$ cat config.mk
export PLATFORM = sky130hd
export DESIGN_NAME = wccs_stop_emit
export DESIGN_NICKNAME = d
export VERILOG_FILES = /design/src/design/wccs_pkg.sv /design/src/design/wccs_stop_emit.sv
export SDC_FILE = /design/constraint.sdc
export NUM_CORES = 1
export LEC_CHECK = 0
export ABC_CLOCK_PERIOD_IN_PS = 10250
export BUFFER_PORTS_ARGS = -buffer_cell sky130_fd_sc_hd__buf_2
export CORE_AREA = 8 8 157 159
export DETAILED_ROUTE_END_ITERATION = 6
export DIE_AREA = 0 0 165 167
export PLACE_DENSITY = 0.56
export SYNTH_ARGS = -nofsm -noshare
export SYNTH_HDL_FRONTEND = slang
export SYNTH_SLANG_ARGS = --single-unit
$ cat constraint.sdc
create_clock -name i_clk -period 10.25 [get_ports i_clk]
set_input_delay 0.5125 -clock i_clk [delete_from_list [all_inputs] [get_ports i_clk]]
set_output_delay 0.5125 -clock i_clk [all_outputs]
set_load 0.005 [all_outputs]
$ cat src/design/wccs_pkg.sv
package wccs_pkg;

    localparam int VALUE_BITS  = 16;
    localparam int FRAC_BITS   = 12;
    localparam int SCALE_BITS  = 32;
    localparam int SCALE_FRAC  = 16;
    localparam int ROW_W       = 13;
    localparam int MAX_HEIGHT  = 4096;
    localparam int MAX_STOPS   = 7;
    localparam int CNT_W       = 3;
    localparam int POS_W       = 32;
    localparam int CLS_W       = 4;
    localparam int CFG_IDX_W   = 3;
    localparam int CFG_DATA_W  = 32;
    localparam int PROD_W      = VALUE_BITS + SCALE_BITS;
    localparam int ROUND_SHIFT = FRAC_BITS + SCALE_FRAC;
    localparam int RND_W       = PROD_W - ROUND_SHIFT + 1;

    // 1.0 in the value format
    localparam logic signed [VALUE_BITS-1:0] VALUE_ONE = VALUE_BITS'(1 << FRAC_BITS);

    // color classes; the selected variant of each class but blank is the base plus one
    localparam logic [CLS_W-1:0] CLS_BLANK  = 4'd0;
    localparam logic [CLS_W-1:0] CLS_BG     = 4'd1;
    localparam logic [CLS_W-1:0] CLS_SAMPLE = 4'd3;
    localparam logic [CLS_W-1:0] CLS_RMS    = 4'd5;
    localparam logic [CLS_W-1:0] CLS_CLIP   = 4'd7;

    // configuration register indexes
    localparam logic [CFG_IDX_W-1:0] CFG_VIEW_MAX      = 3'd0;
    localparam logic [CFG_IDX_W-1:0] CFG_VIEW_MIN      = 3'd1;
    localparam logic [CFG_IDX_W-1:0] CFG_ROW_SCALE     = 3'd2;
    localparam logic [CFG_IDX_W-1:0] CFG_HEIGHT        = 3'd3;
    localparam logic [CFG_IDX_W-1:0] CFG_SHOW_CLIPPING = 3'd4;
    localparam logic [CFG_IDX_W-1:0] CFG_SEL_FIRST     = 3'd5;
    localparam logic [CFG_IDX_W-1:0] CFG_SEL_LAST      = 3'd6;
    localparam logic [CFG_IDX_W-1:0] CFG_CLIP_LEVEL    = 3'd7;

    typedef struct packed {
        logic signed [VALUE_BITS-1:0] col_min;
        logic signed [VALUE_BITS-1:0] col_max;
        logic [VALUE_BITS-2:0]        col_rms;
        logic signed [POS_W-1:0]      pixel_position;
    } t_col_in;

    typedef struct packed {
        logic [CLS_W-1:0] color_class;
        logic [ROW_W-1:0] end_row;
        logic             last_stop;
    } t_stop;

    typedef struct packed {
        t_stop [MAX_STOPS-1:0] stop;
        logic [CNT_W-1:0]      count;
    } t_stop_list;

    typedef struct packed {
        logic [ROW_W-1:0] row_max;
        logic [ROW_W-1:0] row_pos;
        logic [ROW_W-1:0] row_neg;
        logic [ROW_W-1:0] row_min;
        logic [ROW_W-1:0] row_gmin;
        logic             sel;
        logic             clip;
    } t_rows;

    // positive distance below the view top, zero when the value is at or above it
    function automatic logic [VALUE_BITS-1:0] f_span(
        input logic signed [VALUE_BITS:0] top,
        input logic signed [VALUE_BITS:0] v
    );
        logic signed [VALUE_BITS+1:0] d;
        d = {top[VALUE_BITS], top} - {v[VALUE_BITS], v};
        return (d > 0) ? d[VALUE_BITS-1:0] : '0;
    endfunction

    // round half up and saturate to the column height
    function automatic logic [ROW_W-1:0] f_row(
        input logic [PROD_W-1:0] p,
        input logic [ROW_W-1:0]  h
    );
        logic [RND_W-1:0] r;
        r = {1'b0, p[PROD_W-1:ROUND_SHIFT]} + RND_W'(p[ROUND_SHIFT-1]);
        return (r > RND_W'(h)) ? h : r[ROW_W-1:0];
    endfunction

endpackage

$ cat src/design/wccs_stop_emit.sv
module wccs_stop_emit
    import wccs_pkg::*;
(
    input  logic       i_clk,
    input  logic       i_rst_n,
    input  logic       i_load,
    input  t_stop_list i_list,
    output logic       o_ready,
    output t_stop      o_stop,
    output logic       o_strobe
);

    logic             r_active;
    logic [CNT_W-1:0] r_idx;
    logic             r_strobe;
    t_stop_list       r_list;
    t_stop            r_out;
    logic             w_last;

    assign w_last   = (r_idx == CNT_W'(r_list.count - 1'b1));
    assign o_ready  = !r_active || w_last;
    assign o_stop   = r_out;
    assign o_strobe = r_strobe;

    always_ff @(posedge i_clk) begin
        if (!i_rst_n) begin
            r_active <= 1'b0;
            r_idx    <= '0;
            r_strobe <= 1'b0;
        end else begin
            r_strobe <= r_active;
            if (o_ready) begin
                r_active <= i_load;
                r_idx    <= '0;
            end else begin
                r_idx <= r_idx + 1'b1;
            end
        end
    end

    always_ff @(posedge i_clk) begin
        if (o_ready && i_load) begin
            r_list <= i_list;
        end
        if (r_active) begin
            r_out <= '{r_list.stop[r_idx].color_class, r_list.stop[r_idx].end_row, w_last};
        end
    end

endmodule

=== Yosys cells after proc, flatten, opt, wreduce, memory -nomap -nowiden ===
Index checks and enable logic that the tools add are counted.

* Register bits: 152
* Output and inout bits: 20

* Add/subtract/negate cells: 2
* Magnitude comparators: 1
* Equal/unequal tests: 1
* Mux-type cells: 2
* Bitwise operators: 1
* Reductions and logical operators: 4

{| class="wikitable"
|+ Operators by type and width
! cell !! count
|-
| 18-bit binary-select mux with 3-bit select || 1
|-
| 18-bit 2-to-1 mux || 1
|-
| 3-bit by 4-bit < comparator with 1-bit output (second input constant) || 1
|-
| 3-bit by 1-bit adder with 3-bit output (second input constant) || 1
|-
| 3-bit == test || 1
|-
| 3-bit by 1-bit subtractor with 3-bit output (second input constant) || 1
|-
| 2-bit OR reduction || 1
|-
| 1-bit logical AND || 1
|-
| 1-bit zero test || 1
|-
| 1-bit logical OR || 1
|-
| 1-bit NOT || 1
|}

=== Depth between registers and ports, before layout ===
* Word-level depth: 4
* Gate-level depth with buffers: 5
* Gate-level depth less buffers: 5

=== Least setup slack after synthesis ===
Ideal clock, no wire load.

* Path type: register to register
* Start: register r_list[0] (netlist name)
* End: register r_list[0] (netlist name), enable pin
* Setup time: 0.636 ns
* Data arrival time: 6.757 ns
* Data required time: 9.614 ns
* Path slack: 2.858 ns
* Cell stages (with the launch flop): 6
* Clock period less this slack: 7.392 ns
* Cells stage by stage: edfxtp_1 > inv_1 > ha_1 > xnor3_1 > nand3_1 > a21boi_1

* Longest elaborated chain between the ends: 4

{| class="wikitable"
|+ Ends and longest elaborated chain
! what !! RTL line !! text
|-
| start: declaration || wccs_stop_emit.sv:16 || <nowiki>t_stop_list r_list;</nowiki>
|-
| start signal: assignment || wccs_stop_emit.sv:43 || <nowiki>r_list <= i_list;</nowiki>
|-
| 3-bit by 1-bit subtractor with 3-bit output || wccs_stop_emit.sv:20 || <nowiki>assign w_last = (r_idx == CNT_W'(r_list.count - 1'b1));</nowiki>
|-
| 3-bit == test || wccs_stop_emit.sv:20 ||
|-
| 1-bit logical OR || wccs_stop_emit.sv:21 || <nowiki>assign o_ready = !r_active || w_last;</nowiki>
|-
| 1-bit logical AND || wccs_stop_emit.sv:42 || <nowiki>if (o_ready && i_load) begin</nowiki>
|}

Every way passes these cells.
A chain may end at the register's enable or synchronous reset.

=== Worst setup path in the final report ===
* Start: register r_idx[1]
* End: register r_list[82] (netlist name), enable pin

* Longest elaborated chain between the ends: 3

{| class="wikitable"
|+ Ends and longest elaborated chain
! what !! RTL line !! text
|-
| start: declaration || wccs_stop_emit.sv:14 || <nowiki>logic [CNT_W-1:0] r_idx;</nowiki>
|-
| start signal: assignment || wccs_stop_emit.sv:36 || <nowiki>r_idx <= r_idx + 1'b1;</nowiki>
|-
| 3-bit == test || wccs_stop_emit.sv:20 ||
|-
| 1-bit logical OR || wccs_stop_emit.sv:21 ||
|-
| 1-bit logical AND || wccs_stop_emit.sv:42 ||
|}

Every way passes these cells.

==> flow_summary.json <==
{
  "final_stage_net_count": 571,
  "post_synth_inst_count": 285,
  "drive_gt1_frac": 0.473,
  "holdBufCountCts": 0,
  "ant_nets": 0,
  "starting_density_of_the_core": 0.246,
  "worstHoldEndpoint": "r_list[63]",
  "yosys.cell_count.top_type": "sky130_fd_sc_hd__edfxtp_1",
  "grt_pass1_wl_um": 20200,
  "path_clk_slew_ns": 0.06,
  "synthDominantCellAreaShare": 0.770,
  "detail_route.first_pass.iterations": 4,
  "route.detailed.drc": 0,
  "drt-wirelength-per-cell_um": 18.0,
  "post_synthesis_sequential_area_ratio": 0.788,
  "r2r-start": "r_idx[1]",
  "synth_top_cell_by_area": "sky130_fd_sc_hd__edfxtp_1",
  "worst_skew_pair.late_latency_ns": 0.41,
  "totalPowerFinal_mw": 1.53,
  "first_global_vias": 3459,
  "grt_start_max_net_pins": 72,
  "fmax_mhz": 358,
  "synth_commonest_cells": "sky130_fd_sc_hd__edfxtp_1, sky130_fd_sc_hd__mux2_2, sky130_fd_sc_hd__nand2b_1",
  "worst_pin_slew_ns": 1.13,
  "arrival_ns": 2.83,
  "fp.dieW_um": 165,
  "timing.final.hold_violations": 0,
  "cp-end-kind": "flip-flop",
  "synth-edff-count": 140,
  "relSlewSlack": 0.248,
  "yosys_register_bits": 145,
  "critical_path.max_fanout": 71,
  "gr-usage-all-layers": 0.0996,
  "worst_hold_path.num_cells": 1,
  "gp_routability_congestion": 0.726,
  "worstSetupPathType": "flip-flop to flip-flop",
  "antenna_found_initial": 0,
  "max-cap-violations": 0,
  "power_per_cell_area_nw_per_um2": 213,
  "tritoncts_clock_tree": "built",
  "preCtsSetupSlack_ns": 7.38,
  "timing.hold.worst.start": "i_list[63]",
  "clock-skew-final_ns": 0.00811,
  "number_of_filler_cells_placed_in_the_layout": 2187,
  "placeable_core_area_um2": 22200,
  "comb_power_share": 0.067,
  "die_height_um": 167,
  "floorplan.die_area_um2": 27600,
  "post_synth_num_cell_types": 24,
  "pin_count": 152,
  "sequentialPowerShare": 0.473,
  "detailedPlacementHpwl_um": 8860,
  "r2r_end": "r_list[82]",
  "cellInternalPower_mw": 1.21,
  "avgSynthCellArea_um2": 19.2,
  "setup.worst_path.start_class": "flip-flop",
  "syn-cell-area_um2": 5460,
  "final.period_utilization": 0.273,
  "yosysWarnings": 0,
  "layout_setup_ws_ns": 7.46,
  "post_cts_buffers": 0,
  "finalSetupViolCount": 0,
  "hold_ws_ns": 0.270,
  "total_leakage_power_nw": 2.67,
  "worst_ir_drop_vdd_uv": 96.6,
  "hold_path.class": "primary input to flip-flop",
  "numCtsBuffers": 17,
  "ff2ff_setup_slack_ns": 7.46,
  "synth_fp_nets": 419,
  "power.clock.fraction": 0.460,
  "fin_util": 0.323,
  "power.switching_uw": 315,
  "asyncSetResetFlopFracSynth": 0,
  "io_buffers": 144,
  "routed_wire_length_um": 13200,
  "diodes": 0,
  "cts_htree_levels": 4,
  "areaGrowthSynthToFinish_pct": 31.4,
  "drt_first_iter_violations": 188,
  "sw_share": 0.206,
  "cts_root_buf": "sky130_fd_sc_hd__clkbuf_16",
  "status": "finished, final reports clean",
  "final_max_slew_viol_count": 0,
  "maximum_clock_insertion_buffer_count": 2,
  "tns_ns": 0,
  "fin_crit_period_ns": 2.79,
  "dominantRegCellSynth": "sky130_fd_sc_hd__edfxtp_1",
  "postCtsResizedCells": 0,
  "grt_overflow": 0,
  "fp-row-count": 55,
  "synthTopCellsByArea": "sky130_fd_sc_hd__edfxtp_1, sky130_fd_sc_hd__mux2_2, sky130_fd_sc_hd__mux2i_1",
  "worst_r2r_path_depth": 4,
  "cts.sink_count": 145,
  "route.vias.total": 3019,
  "worstPathRequired_ns": 10.28,
  "unrepaired_setup_endpoints_after_global_routing": "no",
  "drt-vias-per-instance": 4.11
}
==> cells in the final DEF, fill, tap and decap left out, types with 2 or more instances in the layout <==
cell and n:
sky130_fd_sc_hd__and2_1 3, sky130_fd_sc_hd__dfxtp_1 4, sky130_fd_sc_hd__clkinv_4 2, sky130_fd_sc_hd__ha_1 2, sky130_fd_sc_hd__mux2_2 33, sky130_fd_sc_hd__clkbuf_16 17
sky130_fd_sc_hd__xor2_1 3, sky130_fd_sc_hd__bufinv_16 6, sky130_fd_sc_hd__buf_2 144, sky130_fd_sc_hd__nand2_1 2, sky130_fd_sc_hd__mux2i_1 17, sky130_fd_sc_hd__a221oi_1 17
sky130_fd_sc_hd__edfxtp_1 140, sky130_fd_sc_hd__clkinv_1 2, sky130_fd_sc_hd__buf_4 4, sky130_fd_sc_hd__inv_6 2, sky130_fd_sc_hd__nand2b_1 19, sky130_fd_sc_hd__inv_1 4
sky130_fd_sc_hd__o22ai_1 17
==> flip-flops by register name, indices dropped and copies added, names as in the netlist <==
register and count:
r_list 122, o_strobe 1, r_idx 3, o_stop 18, r_active 1
==> layer usage <==
layer / GRT usage / share of wire / up-vias
met2: 0.160 / 0.49 / 85
met5: 0 / 0 / -
met4: 0.0400 / 0.014 / 0
li1: - / - / 1444
met3: 0.0291 / 0.056 / 10
met1: 0.123 / 0.44 / 1480
==> kinds of logic after synthesis <==
logic type / synth area share
buf+inv: 0.0167
mux: 0.101
flops: 0.788
fa+ha+maj: 0.00458
compound gates: 0.0506
xor+xnor: 0.00894
simple gates: 0.0296
==> critical path, stage by stage (launching register included) <==
cell and delay (ns):
sky130_fd_sc_hd__dfxtp_4 0.98, sky130_fd_sc_hd__xor2_1 0.26, sky130_fd_sc_hd__nand3_1 0.20, sky130_fd_sc_hd__a21boi_4 0.20, sky130_fd_sc_hd__buf_4 0.68
==> final cells by class <==
type,count,area [um2],share of cell area
clock buffers,18,429,0.0598
clock inverters,14,235,0.0328
inverters,4,15.0,0.00209
multi-input cells,121,1080,0.150
flip-flops and latches,145,4310,0.601
well taps,285,357,0.0497
repair buffers,148,751,0.105
==> power by group through the flow <==
stage	registers (mW)	clock network, mW	logic (mW)
after detailed placement	0.736	0	0.106
after global routing	0.727	0.753	0.115
after CTS	0.724	0.728	0.106
after global placement	0.734	0	0.103
final	0.723	0.702	0.102
after floorplan	0.741	0	0.0509
==> through the flow <==
stage	cell area [um2]	cells
2_1_floorplan	5460	285
3_3_place_gp	6510	703
3_5_place_dp	6510	703
4_1_cts	7170	735
5_1_grt	7170	735
6_report	7170	735
==> worst max path at each step <==
stage,start,to,slack (ns),cells after the start
after floorplan,r_list[0],r_list[0],2.86,5
after global placement,r_idx[1],r_list[118],7.48,4
after detailed placement,r_idx[1],r_list[118],7.38,4
after CTS,r_idx[1],r_list[127],7.37,4
after global routing,r_idx[1],r_list[82],7.22,4
final,r_idx[1],r_list[82],7.46,4
Power figures use the tool's default switching activity.
